--- config.mk ---
export PLATFORM = sky130hd
export DESIGN_NAME = motor_motion_sequencer
export DESIGN_NICKNAME = d
export VERILOG_FILES = /design/src/rtl/mms_pkg.sv /design/src/rtl/mms_cfg.sv /design/src/rtl/mms_core.sv /design/src/rtl/motor_motion_sequencer.sv
export VERILOG_INCLUDE_DIRS = /design/src /design/src/rtl
export SDC_FILE = /design/constraint.sdc
export NUM_CORES = 1
export LEC_CHECK = 0
export ABC_AREA = 0
export BUFFER_PORTS_ARGS = -buffer_cell sky130_fd_sc_hd__buf_2
export CORE_MARGIN = 2
export CORE_UTILIZATION = 45
export CTS_BUF_LIST = sky130_fd_sc_hd__clkbuf_8
export DETAILED_ROUTE_END_ITERATION = 16
export PLACE_DENSITY = 0.67
export SYNTH_ARGS = -nofsm -noshare
export SYNTH_HDL_FRONTEND = slang
export SYNTH_HIERARCHICAL = 1
export SYNTH_SLANG_ARGS = --single-unit
--- constraint.sdc ---
create_clock -name clk_i -period 7 [get_ports clk_i]
set_input_delay 0.35 -clock clk_i [delete_from_list [all_inputs] [get_ports clk_i]]
set_output_delay 0.35 -clock clk_i [all_outputs]
set_load 0.005 [all_outputs]
--- src/rtl/motor_motion_sequencer_defines.svh ---
// ----------------------------------------------------------------------------
// Motor motion sequencer assertion macros
// Shared concurrent assertion forms, clocked and reset-qualified.
// ----------------------------------------------------------------------------
`ifndef MOTOR_MOTION_SEQUENCER_DEFINES_SVH
`define MOTOR_MOTION_SEQUENCER_DEFINES_SVH

// same-cycle implication
`define MMS_ASSERT_IMP(lbl, clk, rst_n, ante, cons) \
  lbl: assert property (@(posedge clk) disable iff (!(rst_n)) (ante) |-> (cons)) \
    else $error("mms assertion failed");

// next-cycle implication
`define MMS_ASSERT_NXT(lbl, clk, rst_n, ante, cons) \
  lbl: assert property (@(posedge clk) disable iff (!(rst_n)) (ante) |=> (cons)) \
    else $error("mms assertion failed");

`endif

--- src/rtl/mms_pkg.sv ---
// ----------------------------------------------------------------------------
// mms_pkg
// Types and codes shared by the motor motion sequencer modules.
// ----------------------------------------------------------------------------
`default_nettype none

package mms_pkg;

  localparam int unsigned IN_TDATA_W  = 40;
  localparam int unsigned OUT_TDATA_W = 16;
  localparam int unsigned IN_ITEM_W   = 39;
  localparam int unsigned OUT_ITEM_W  = 9;
  localparam int unsigned APB_ADDR_W  = 3;
  localparam logic [15:0] COAST_RST   = 16'd100;

  typedef enum logic [3:0] {
    OP_BRAKE       = 4'd0,
    OP_STOP        = 4'd1,
    OP_OPEN_START  = 4'd2,
    OP_SOFT_OPEN   = 4'd3,
    OP_OPEN        = 4'd4,
    OP_CLOSE_START = 4'd5,
    OP_SOFT_CLOSE  = 4'd6,
    OP_CLOSE       = 4'd7,
    OP_SHORT_BRAKE = 4'd8
  } op_e;

  typedef enum logic [1:0] {
    STEP_DRIVE  = 2'd0,
    STEP_WAIT   = 2'd1,
    STEP_BRAKE  = 2'd2,
    STEP_FINISH = 2'd3
  } step_e;

  localparam logic [0:0] REG_COAST = 1'b0;

  // packed so that op sits in the lowest bits
  typedef struct packed {
    logic [15:0] wait_sec_limit;
    logic [15:0] wait_ms_limit;
    logic        tick_sec;
    logic        tick_ms;
    logic        restart;
    logic [3:0]  op;
  } in_t;

  typedef struct packed {
    logic pwm;
    logic pump;
    logic cw;
    logic ccw;
  } drv_t;

  typedef struct packed {
    logic [1:0] step_now;
    logic       done_res;
    logic       clear_pulse_count;
    logic       soft_start;
    logic       dir_ccw;
    logic       dir_cw;
    logic       pump_on;
    logic       pwm_on;
  } res_t;

endpackage

`default_nettype wire

--- src/rtl/mms_cfg.sv ---
// ----------------------------------------------------------------------------
// mms_cfg
// APB register file holding the brake coast time.
// ----------------------------------------------------------------------------
`default_nettype none

module mms_cfg
  import mms_pkg::*;
(
  input  wire logic                  clk_i,
  input  wire logic                  rst_ni,
  input  wire logic                  psel,
  input  wire logic                  penable,
  input  wire logic                  pwrite,
  input  wire logic [APB_ADDR_W-1:0] paddr,
  input  wire logic [31:0]           pwdata,
  output      logic [31:0]           prdata,
  output      logic                  pready,
  output      logic [15:0]           coast_ms_o
);

  logic [15:0] coast_q, coast_d;
  logic        wr_en;

  assign pready = 1'b1;
  assign wr_en  = psel && penable && pwrite && (paddr[2] == REG_COAST);

  always_comb begin
    coast_d = coast_q;
    if (wr_en) begin
      coast_d = pwdata[15:0];
    end
  end

  always_ff @(posedge clk_i or negedge rst_ni) begin
    if (!rst_ni) begin
      coast_q <= COAST_RST;
    end else begin
      coast_q <= coast_d;
    end
  end

  assign prdata     = (paddr[2] == REG_COAST) ? {16'd0, coast_q} : 32'd0;
  assign coast_ms_o = coast_q;

endmodule

`default_nettype wire

--- src/rtl/mms_core.sv ---
// ----------------------------------------------------------------------------
// mms_core
// Sequencer state and the combinational step logic for one motion word.
// ----------------------------------------------------------------------------
`default_nettype none
`include "motor_motion_sequencer_defines.svh"

module mms_core
  import mms_pkg::*;
#(
  parameter int unsigned TIMER_BITS = 16
) (
  input  wire logic        clk_i,
  input  wire logic        rst_ni,
  input  wire logic        en_i,
  input  wire in_t         item_i,
  input  wire logic [15:0] coast_ms_i,
  output      res_t        res_o
);

  localparam int unsigned CMP_W = (TIMER_BITS > 16) ? TIMER_BITS : 16;

  logic [1:0]            step_q, step_d, step_base;
  logic [TIMER_BITS-1:0] ms_q, ms_d, ms_inc;
  logic [TIMER_BITS-1:0] sec_q, sec_d, sec_inc;
  drv_t                  drv_q, drv_d, pat;
  logic                  soft_flag, clr, done, can_finish;
  logic                  coast_hit, lim_hit;

  assign ms_inc  = (item_i.tick_ms && (ms_q != '1)) ? ms_q + 1'b1 : ms_q;
  assign sec_inc = (item_i.tick_sec && (sec_q != '1)) ? sec_q + 1'b1 : sec_q;

  assign coast_hit = CMP_W'(ms_inc) >= CMP_W'(coast_ms_i);
  assign lim_hit   = (CMP_W'(ms_inc) >= CMP_W'(item_i.wait_ms_limit)) &&
                     (CMP_W'(sec_inc) >= CMP_W'(item_i.wait_sec_limit));

  assign step_base = item_i.restart ? STEP_DRIVE : step_q;

  // per-motion drive pattern and flags
  always_comb begin
    pat        = '{pwm: 1'b0, pump: 1'b1, cw: 1'b0, ccw: 1'b0};
    soft_flag  = 1'b0;
    clr        = 1'b0;
    can_finish = 1'b1;
    case (item_i.op)
      OP_BRAKE: begin
        clr = 1'b1;
        if (drv_q.cw && !drv_q.ccw) begin
          pat.cw = 1'b1;
        end else if (drv_q.ccw && !drv_q.cw) begin
          pat.ccw = 1'b1;
        end
      end
      OP_STOP: begin
        pat.pump   = 1'b0;
        clr        = 1'b1;
        can_finish = 1'b0;
      end
      OP_OPEN_START: begin
        pat.cw = 1'b1;
        clr    = 1'b1;
      end
      OP_SOFT_OPEN: begin
        pat.pwm   = 1'b1;
        pat.cw    = 1'b1;
        soft_flag = 1'b1;
      end
      OP_OPEN: begin
        pat.pwm = 1'b1;
        pat.cw  = 1'b1;
      end
      OP_CLOSE_START: begin
        pat.ccw = 1'b1;
        clr     = 1'b1;
      end
      OP_SOFT_CLOSE: begin
        pat.pwm   = 1'b1;
        pat.ccw   = 1'b1;
        soft_flag = 1'b1;
      end
      OP_CLOSE: begin
        pat.pwm = 1'b1;
        pat.ccw = 1'b1;
      end
      OP_SHORT_BRAKE: begin
        clr        = 1'b1;
        can_finish = 1'b0;
      end
      default: begin
        can_finish = 1'b0;
      end
    endcase
  end

  // step sequencing
  always_comb begin
    step_d = step_base;
    ms_d   = ms_inc;
    sec_d  = sec_inc;
    drv_d  = drv_q;
    done   = 1'b0;
    if (item_i.op == OP_BRAKE) begin
      case (step_base)
        STEP_DRIVE: begin
          drv_d  = pat;
          ms_d   = '0;
          sec_d  = '0;
          step_d = STEP_WAIT;
        end
        STEP_WAIT: begin
          if (coast_hit) begin
            step_d = STEP_BRAKE;
          end
        end
        STEP_BRAKE: begin
          drv_d  = '{pwm: 1'b0, pump: 1'b1, cw: 1'b0, ccw: 1'b0};
          ms_d   = '0;
          sec_d  = '0;
          step_d = STEP_FINISH;
        end
        default: begin
          done = coast_hit;
        end
      endcase
    end else if (item_i.op <= OP_SHORT_BRAKE) begin
      case (step_base)
        STEP_DRIVE: begin
          drv_d  = pat;
          ms_d   = '0;
          sec_d  = '0;
          step_d = STEP_WAIT;
        end
        STEP_WAIT: begin
          done = can_finish && lim_hit;
        end
        default: begin
          step_d = STEP_DRIVE;
        end
      endcase
    end
  end

  always_ff @(posedge clk_i or negedge rst_ni) begin
    if (!rst_ni) begin
      step_q <= STEP_DRIVE;
      ms_q   <= '0;
      sec_q  <= '0;
      drv_q  <= '0;
    end else if (en_i) begin
      step_q <= step_d;
      ms_q   <= ms_d;
      sec_q  <= sec_d;
      drv_q  <= drv_d;
    end
  end

  assign res_o = '{
    step_now:          step_d,
    done_res:          done,
    clear_pulse_count: clr && (item_i.op <= OP_SHORT_BRAKE),
    soft_start:        soft_flag,
    dir_ccw:           drv_d.ccw,
    dir_cw:            drv_d.cw,
    pump_on:           drv_d.pump,
    pwm_on:            drv_d.pwm
  };

  `MMS_ASSERT_NXT(a_drive_clears_wait, clk_i, rst_ni,
    en_i && (step_base == STEP_DRIVE) && (item_i.op <= OP_SHORT_BRAKE),
    (ms_q == '0) && (sec_q == '0))
  `MMS_ASSERT_IMP(a_done_step, clk_i, rst_ni, en_i && done,
    (step_d == STEP_WAIT) || (step_d == STEP_FINISH))
  `MMS_ASSERT_NXT(a_idle_holds, clk_i, rst_ni, !en_i,
    $stable(step_q) && $stable(ms_q) && $stable(drv_q))
  `MMS_ASSERT_IMP(a_one_dir, clk_i, rst_ni, 1'b1, !(drv_q.cw && drv_q.ccw))

endmodule

`default_nettype wire

--- src/rtl/motor_motion_sequencer.sv ---
// ----------------------------------------------------------------------------
// motor_motion_sequencer
// Timed PWM, pump and direction sequencing for a DC motor, one step per word.
// ----------------------------------------------------------------------------
// Each accepted input word runs one step of the selected motion against the
// sequencer state and yields one result word. A word is accepted every clock
// cycle while m_axis_tready does not hold back the result side; the result
// passes the input register, then the result register, and the state update
// of one word is complete before the next word reaches the step logic. The
// result register frees the input side while a result waits. Brake coast
// time is set over APB at address 0x0 and resets to 100 ms.
`default_nettype none

module motor_motion_sequencer
  import mms_pkg::*;
#(
  parameter int unsigned TIMER_BITS = 16
) (
  input  wire logic                   clk_i,
  input  wire logic                   rst_ni,
  // op[3:0], restart[4], tick_ms[5], tick_sec[6], wait_ms_limit[22:7],
  // wait_sec_limit[38:23], zero pad[39]
  input  wire logic [IN_TDATA_W-1:0]  s_axis_tdata,
  input  wire logic                   s_axis_tvalid,
  output      logic                   s_axis_tready,
  // pwm_on[0], pump_on[1], dir_cw[2], dir_ccw[3], soft_start[4],
  // clear_pulse_count[5], done_res[6], step_now[8:7], zero pad[15:9]
  output      logic [OUT_TDATA_W-1:0] m_axis_tdata,
  output      logic                   m_axis_tvalid,
  input  wire logic                   m_axis_tready,
  input  wire logic                   psel,
  input  wire logic                   penable,
  input  wire logic                   pwrite,
  input  wire logic [APB_ADDR_W-1:0]  paddr,
  input  wire logic [31:0]            pwdata,
  output      logic [31:0]            prdata,
  output      logic                   pready
);

  logic        in_vld_q, in_vld_d;
  in_t         in_q;
  logic        out_vld_q, out_vld_d;
  res_t        out_q, res;
  logic        adv, s_fire;
  logic [15:0] coast_ms;

  assign adv           = in_vld_q && (!out_vld_q || m_axis_tready);
  assign s_axis_tready = !in_vld_q || adv;
  assign s_fire        = s_axis_tvalid && s_axis_tready;

  always_comb begin
    in_vld_d = in_vld_q;
    if (s_fire) begin
      in_vld_d = 1'b1;
    end else if (adv) begin
      in_vld_d = 1'b0;
    end
    out_vld_d = out_vld_q;
    if (adv) begin
      out_vld_d = 1'b1;
    end else if (m_axis_tready) begin
      out_vld_d = 1'b0;
    end
  end

  always_ff @(posedge clk_i or negedge rst_ni) begin
    if (!rst_ni) begin
      in_vld_q  <= 1'b0;
      out_vld_q <= 1'b0;
    end else begin
      in_vld_q  <= in_vld_d;
      out_vld_q <= out_vld_d;
    end
  end

  always_ff @(posedge clk_i) begin
    if (s_fire) begin
      in_q <= in_t'(s_axis_tdata[IN_ITEM_W-1:0]);
    end
    if (adv) begin
      out_q <= res;
    end
  end

  mms_cfg u_cfg (
    .clk_i      (clk_i),
    .rst_ni     (rst_ni),
    .psel       (psel),
    .penable    (penable),
    .pwrite     (pwrite),
    .paddr      (paddr),
    .pwdata     (pwdata),
    .prdata     (prdata),
    .pready     (pready),
    .coast_ms_o (coast_ms)
  );

  mms_core #(
    .TIMER_BITS (TIMER_BITS)
  ) u_core (
    .clk_i      (clk_i),
    .rst_ni     (rst_ni),
    .en_i       (adv),
    .item_i     (in_q),
    .coast_ms_i (coast_ms),
    .res_o      (res)
  );

  assign m_axis_tvalid = out_vld_q;
  assign m_axis_tdata  = {{(OUT_TDATA_W - OUT_ITEM_W){1'b0}}, out_q};

endmodule

`default_nettype wire

# Yosys cells after proc, flatten, opt, wreduce, memory -nomap -nowiden
# Index checks and enable logic that the tools add are counted.
# Widths: inputs -> output; s select.
# op_classes
n_addsub	2
magnitude_cmp	4
n_eq_ne	12
mux	39
bitwise	1
n_reduce_logical	30
# op_table
op	n
$mux 16	11
$ge 16x16->1	3
$add 16x1->16 const B	2
$ne 16x16->1 const B	2
$eq 4x3->1 const B	4
$mux 1	16
$logic_and 1x1->1	12
$mux 4	3
$reduce_or 3->1	3
$eq 4x2->1 const B	2
$mux 2	4
$pmux 4 s2	1
$reduce_or 7->1	1
$pmux 2 s3	1
$reduce_or 5->1	1
$eq 4x1->1 const B	1
$eq 4x4->1 const B	1
$le 4x4->1 const B	1
$logic_not 1->1	4
$logic_not 4->1	1
$pmux 1 s2	2
$pmux 2 s2	1
$reduce_bool 2->1	2
$reduce_or 2->1	2
other kinds (6)	7
# word_totals
register_bits	104
output_inout_bits	51
word_cells	112

# Depth between registers and ports, before layout
# depth
word_depth	9
mapped_depth	15

# Cells and area by module
# The synthesis kept the hierarchy.
# by_module_without_submodules
mod	n_inst	cells_each	area_each_um2	seq_area_each_um2
mms_core	1	492	4032.6	950.9
motor_motion_sequencer	1	64	1601.5	1491.4
mms_cfg	1	70	903.4	404.1

# Least setup slack after synthesis
# No wires, ideal clock.
# synth_timing
kind	flip-flop to flip-flop
from	register u_core.sec_q[0]
to	register out_q, in the netlist m_axis_tdata[6] (data pin)
setup_time_ns	0.251
arrival_time_ns	2.975
t_required_ns	6.749
slack_ns	3.773
path_stages_with_launch	14
path_buffers	1
synth_period_minus_slack_ns	3.227
path_cell_list	dfrtp_1 -> ha_1 -> nand3_1 -> nor3_1 -> nand2_4 -> nand2_1 -> mux2_2 -> ha_1 -> a2111oi_0 -> a2111oi_0 -> a2111oi_0 -> o31a_1 -> o32ai_1 -> buf_4
# synth_via
elab_chain_len	9
word_cells_on_any_way	10
classes_between	add/sub: 1; order compare: 1; eq/ne: 1; mux: 4; reduce/logical: 3
# synth_lines
item	line	text
start, declared	mms_core.sv:25	logic [TIMER_BITS-1:0] sec_q, sec_d, sec_inc;
start signal, assigned	mms_core.sv:147	sec_q <= '0;
start signal, assigned	mms_core.sv:152	sec_q <= sec_d;
parallel branches: the longest is 2 deep, another holds $add 16x1->16	--	
$mux 16 *	mms_core.sv:31	assign sec_inc = (item_i.tick_sec && (sec_q != '1)) ? sec_q + 1'b1 : sec_q;
$ge 16x16->1 *	mms_core.sv:35	(CMP_W'(sec_inc) >= CMP_W'(item_i.wait_sec_limit));
$logic_and 1x1->1 *	mms_core.sv:34	assign lim_hit = (CMP_W'(ms_inc) >= CMP_W'(item_i.wait_ms_limit)) &&
$logic_and 1x1->1 *	mms_core.sv:134	done = can_finish && lim_hit;
$mux 1 *	mms_core.sv:126	case (step_base)
$mux 1 *	mms_core.sv:125	end else if (item_i.op <= OP_SHORT_BRAKE) begin
$mux 1 *	mms_core.sv:102	if (item_i.op == OP_BRAKE) begin
net u_core.done	mms_core.sv:27	logic soft_flag, clr, done, can_finish;
end signal, assigned	motor_motion_sequencer.sv:81	out_q <= res;
end, declared	motor_motion_sequencer.sv:43	res_t out_q, res;
# Mark *: on every way through the listed nets, which the timed path passes.
# A chain may end at the register's enable or synchronous reset.

==> results.yml <==
cts:
  clk_latency_ps: 390
  clk_pin_slew_worst_paths_ps: 90
  cts_made_buffers: 9
  clkSinkCount: 104
  cts_tree: "yes"
  post-cts-setup-buffers: 0
  cts_resized: 0
  cts_hold_buf: 0
  h-tree-depth: 3
  clockRootBuffer: "clkbuf_8"
  cts_buffer_depth: 2
worst_setup_path:
  cpMaxStageDelayCell: "a2111oi_0"
  cp-end-kind: "register"
  arrival_ps: 4310
  r2r_cells: 12
  r2r_end: "m_axis_tdata[6]"
  slowest_delay_ps: 880
  cp_common_cell: "a2111oi_0"
  path_cells: "ha_1, nand3_1, nor3_1, nand2_4, nand2_1, mux2_2, ha_1, a2111oi_0, a2111oi_0, a2111oi_0, o31a_1, o32ai_1"
  regToRegStartpoint: "u_core/sec_q[0]"
  timing.reg2reg.setup_slack_ps: 2810
  crit_start: "u_core/sec_q[0]"
  path_max_fanout: 10
  required_ps: 7120
  cp-start-kind: "register"
  crit_type: "reg2reg"
die:
  coreArea_sq_um: 14370
  num_rows: 44
  dieArea_sq_um: 15510
  die_w_microns: 124.5
  initial_core_util: 0.4550
  die_h_microns: 124.5
  io_pins: 133
power_and_ir_drop:
  total_power_w: 0.001461
  p_sw_w: 0.0003891
  clkPwrFrac: 0.295
  intPower_w: 0.001072
  switching_share: 0.2664
  p_leak_nw: 3.394
  powerDensity_nw_per_um2: 203.3
  pwr-share-seq: 0.512
  ir_drop_mv: 0.1297
  power_frac_comb: 0.192
routing:
  vias: 4760
  drtAntennaViolNets: 0
  wl_per_cell_microns: 14.55
  firstDrtPassIters: 4
  wl_mm: 12.90
  dr.first_iter.drc_count: 283
  drc: 0
  viasPerCell: 5.372
placement:
  numPortBuffers: 89
  place_inst: 870
  place_ws_ps: 2998
  dp_hpwl_mm: 9.230
  gp_congestion: 0.8127
finish:
  drive_above_1_share: 0.2194
  fin_nets: 829
  area_growth_pct: 9.876
  insertedDiodeCount: 0
  regArea_sq_um: 2846
  finalNonFillerCells: 886
  multiInputGateArea_sq_um: 3211
  n_fill_cell: 1306
status:
  status: "finished clean"
timing:
  timing.fmax_mhz: 238.5
  setup_ws_ps: 2807
  slew_headroom: 0.3337
  period_share: 0.5990
  timing.final.crit_period_ps: 4193
  finalHoldViolCount: 0
  setup_violations: 0
  worstMarginPinSlew_ps: 974.2
  final.setup.tns_ps: 0
  fin_skew_ps: 18.90
  rsz0062_at_grt: "false"
  finalMaxSlewViolations: 0
yosys:
  synth_top_flop_cell: "dfrtp_1"
  yosys_register_bits: 104
  async_flop_share: 0.5385
  avgSynthCellArea_sq_um: 10.44
  syn_area_sq_um: 6538
  synthTopCellsByArea: "edfxtp_1 22%, dfrtp_1 20%, ha_1 9.6%, buf_4 3.3%, inv_1 3.0%"
  synth_area_leader_cell: "edfxtp_1"
  synth_edf_count: 48
  synth_cell_types: 74
  yosysWarnings: 6
  synth_top_area_share: 0.2205
  netlist_instances: 626
  seq_area_frac_synth: 0.4354
global_route:
  grt.total_usage: 0.1690
  grt_pass1_vias: 4607
  grt_max_degree: 57
  grt_overflow: 0
  grt_pass1_wl_mm: 21.55
  antenna_found_initial: 0
min_path:
  timing.hold.worst.class: "in2async"
run:
  maxCapViolCount: 0
registers in the layout (all words and copies together), names as in the netlist:
name,flops
in_q,39
in_vld_q,1
m_axis_tdata,9
m_axis_tvalid,1
u_cfg/coast_ms_o,16
u_core/drv_q,4
u_core/ms_q,16
u_core/sec_q,16
u_core/step_q,2
worst max-delay path, delay by kind of cell, from the launching register on:
| kind | cells | cell delay, ps |
|---|---|---|
| fa+ha+maj | 2 | 510 |
| simple gates | 4 | 790 |
| mux | 1 | 350 |
| flops | 1 | 420 |
| compound gates | 5 | 1840 |
cells by family (layout without fill, tap and decap cells):
logic type	after synthesis	after routing	share of synthesized area
other cells	3	24	0.001722
xor+xnor	30	30	0.04019
mux	24	24	0.04708
compound gates	142	142	0.1435
fa+ha+maj	50	50	0.09569
flops	104	104	0.4354
simple gates	167	167	0.1508
buf+inv	106	161	0.08555
routing by layer:
metal,part of all wire,wire length (microns),vias up,global-route usage
li1,-,-,2331,-
met1,0.45,5758,2259,0.2189
met2,0.48,6204,147,0.2739
met3,0.054,697,23,0.04811
met4,0.018,235,0,0.05486
met5,0,0,-,0
through the flow:
step	hold WS [ps]	util	cell area, sq um
after floorplan	54.41	-	6616
after global placement	503.2	0.4840	6954
after detailed placement	515.9	0.4840	6954
after CTS	112.3	0.4999	7183
after global routing	97.06	0.4999	7183
final	91.80	0.4999	7183
area by class of cell:
cell class | instances | area share
clock buffer | 9 | 0.01724
clock inverter | 7 | 0.01463
inverter | 53 | 0.02770
multi-input combinational | 437 | 0.4470
sequential | 104 | 0.3963
tap | 184 | 0.03205
timing repair buffer | 92 | 0.06515
Yosys cell counts, types with 13 or more instances:
library cell	count
o21ai_1	16
edfxtp_1	48
inv_1	52
o31ai_1	15
nor2b_1	13
nor2_1	19
ha_1	50
dfrtp_1	53
o21ai_0	30
a21oi_1	28
nand4_1	14
nand2_1	49
xnor2_1	22
nand3_1	14
buf_4	29
cell usage in the layout, fill, tap and decap left out, types with 6 or more instances in the layout:
master,Yosys,final
buf_2,12,89
inv_1,52,55
dfrtp_1,53,53
ha_1,50,50
nand2_1,49,49
edfxtp_1,48,48
o21ai_0,30,30
a21oi_1,28,28
conb_1,3,24
xnor2_1,22,22
nor2_1,19,19
o21ai_1,16,16
o31ai_1,15,15
nand3_1,14,14
nand4_1,14,14
nor2b_1,13,13
mux2_4,11,11
nand2b_1,10,10
mux2_2,10,10
clkbuf_8,0,9
a21o_1,9,9
xor2_1,8,8
a31oi_1,7,7
and2b_1,6,6
and3_1,6,6
worst max-delay path by stage:
stage	end	slack, ps	cells after the start
after global placement	m_axis_tdata[6]	3080	12
after detailed placement	m_axis_tdata[6]	3000	12
after floorplan	m_axis_tdata[6]	3770	13
after CTS	m_axis_tdata[6]	2900	12
final	m_axis_tdata[6]	2810	12
after global routing	m_axis_tdata[6]	2660	13
power by group through the flow:
stage | registers [W] | clock network [W] | logic [W]
2_1_floorplan | 0.000745 | 0 | 0.000210
3_3_place_gp | 0.000759 | 0 | 0.000268
3_5_place_dp | 0.000762 | 0 | 0.000282
4_1_cts | 0.000749 | 0.000445 | 0.000284
5_1_grt | 0.000757 | 0.000471 | 0.000321
6_report | 0.000748 | 0.000431 | 0.000281
Note: power is estimated with default switching activity, not from simulation.
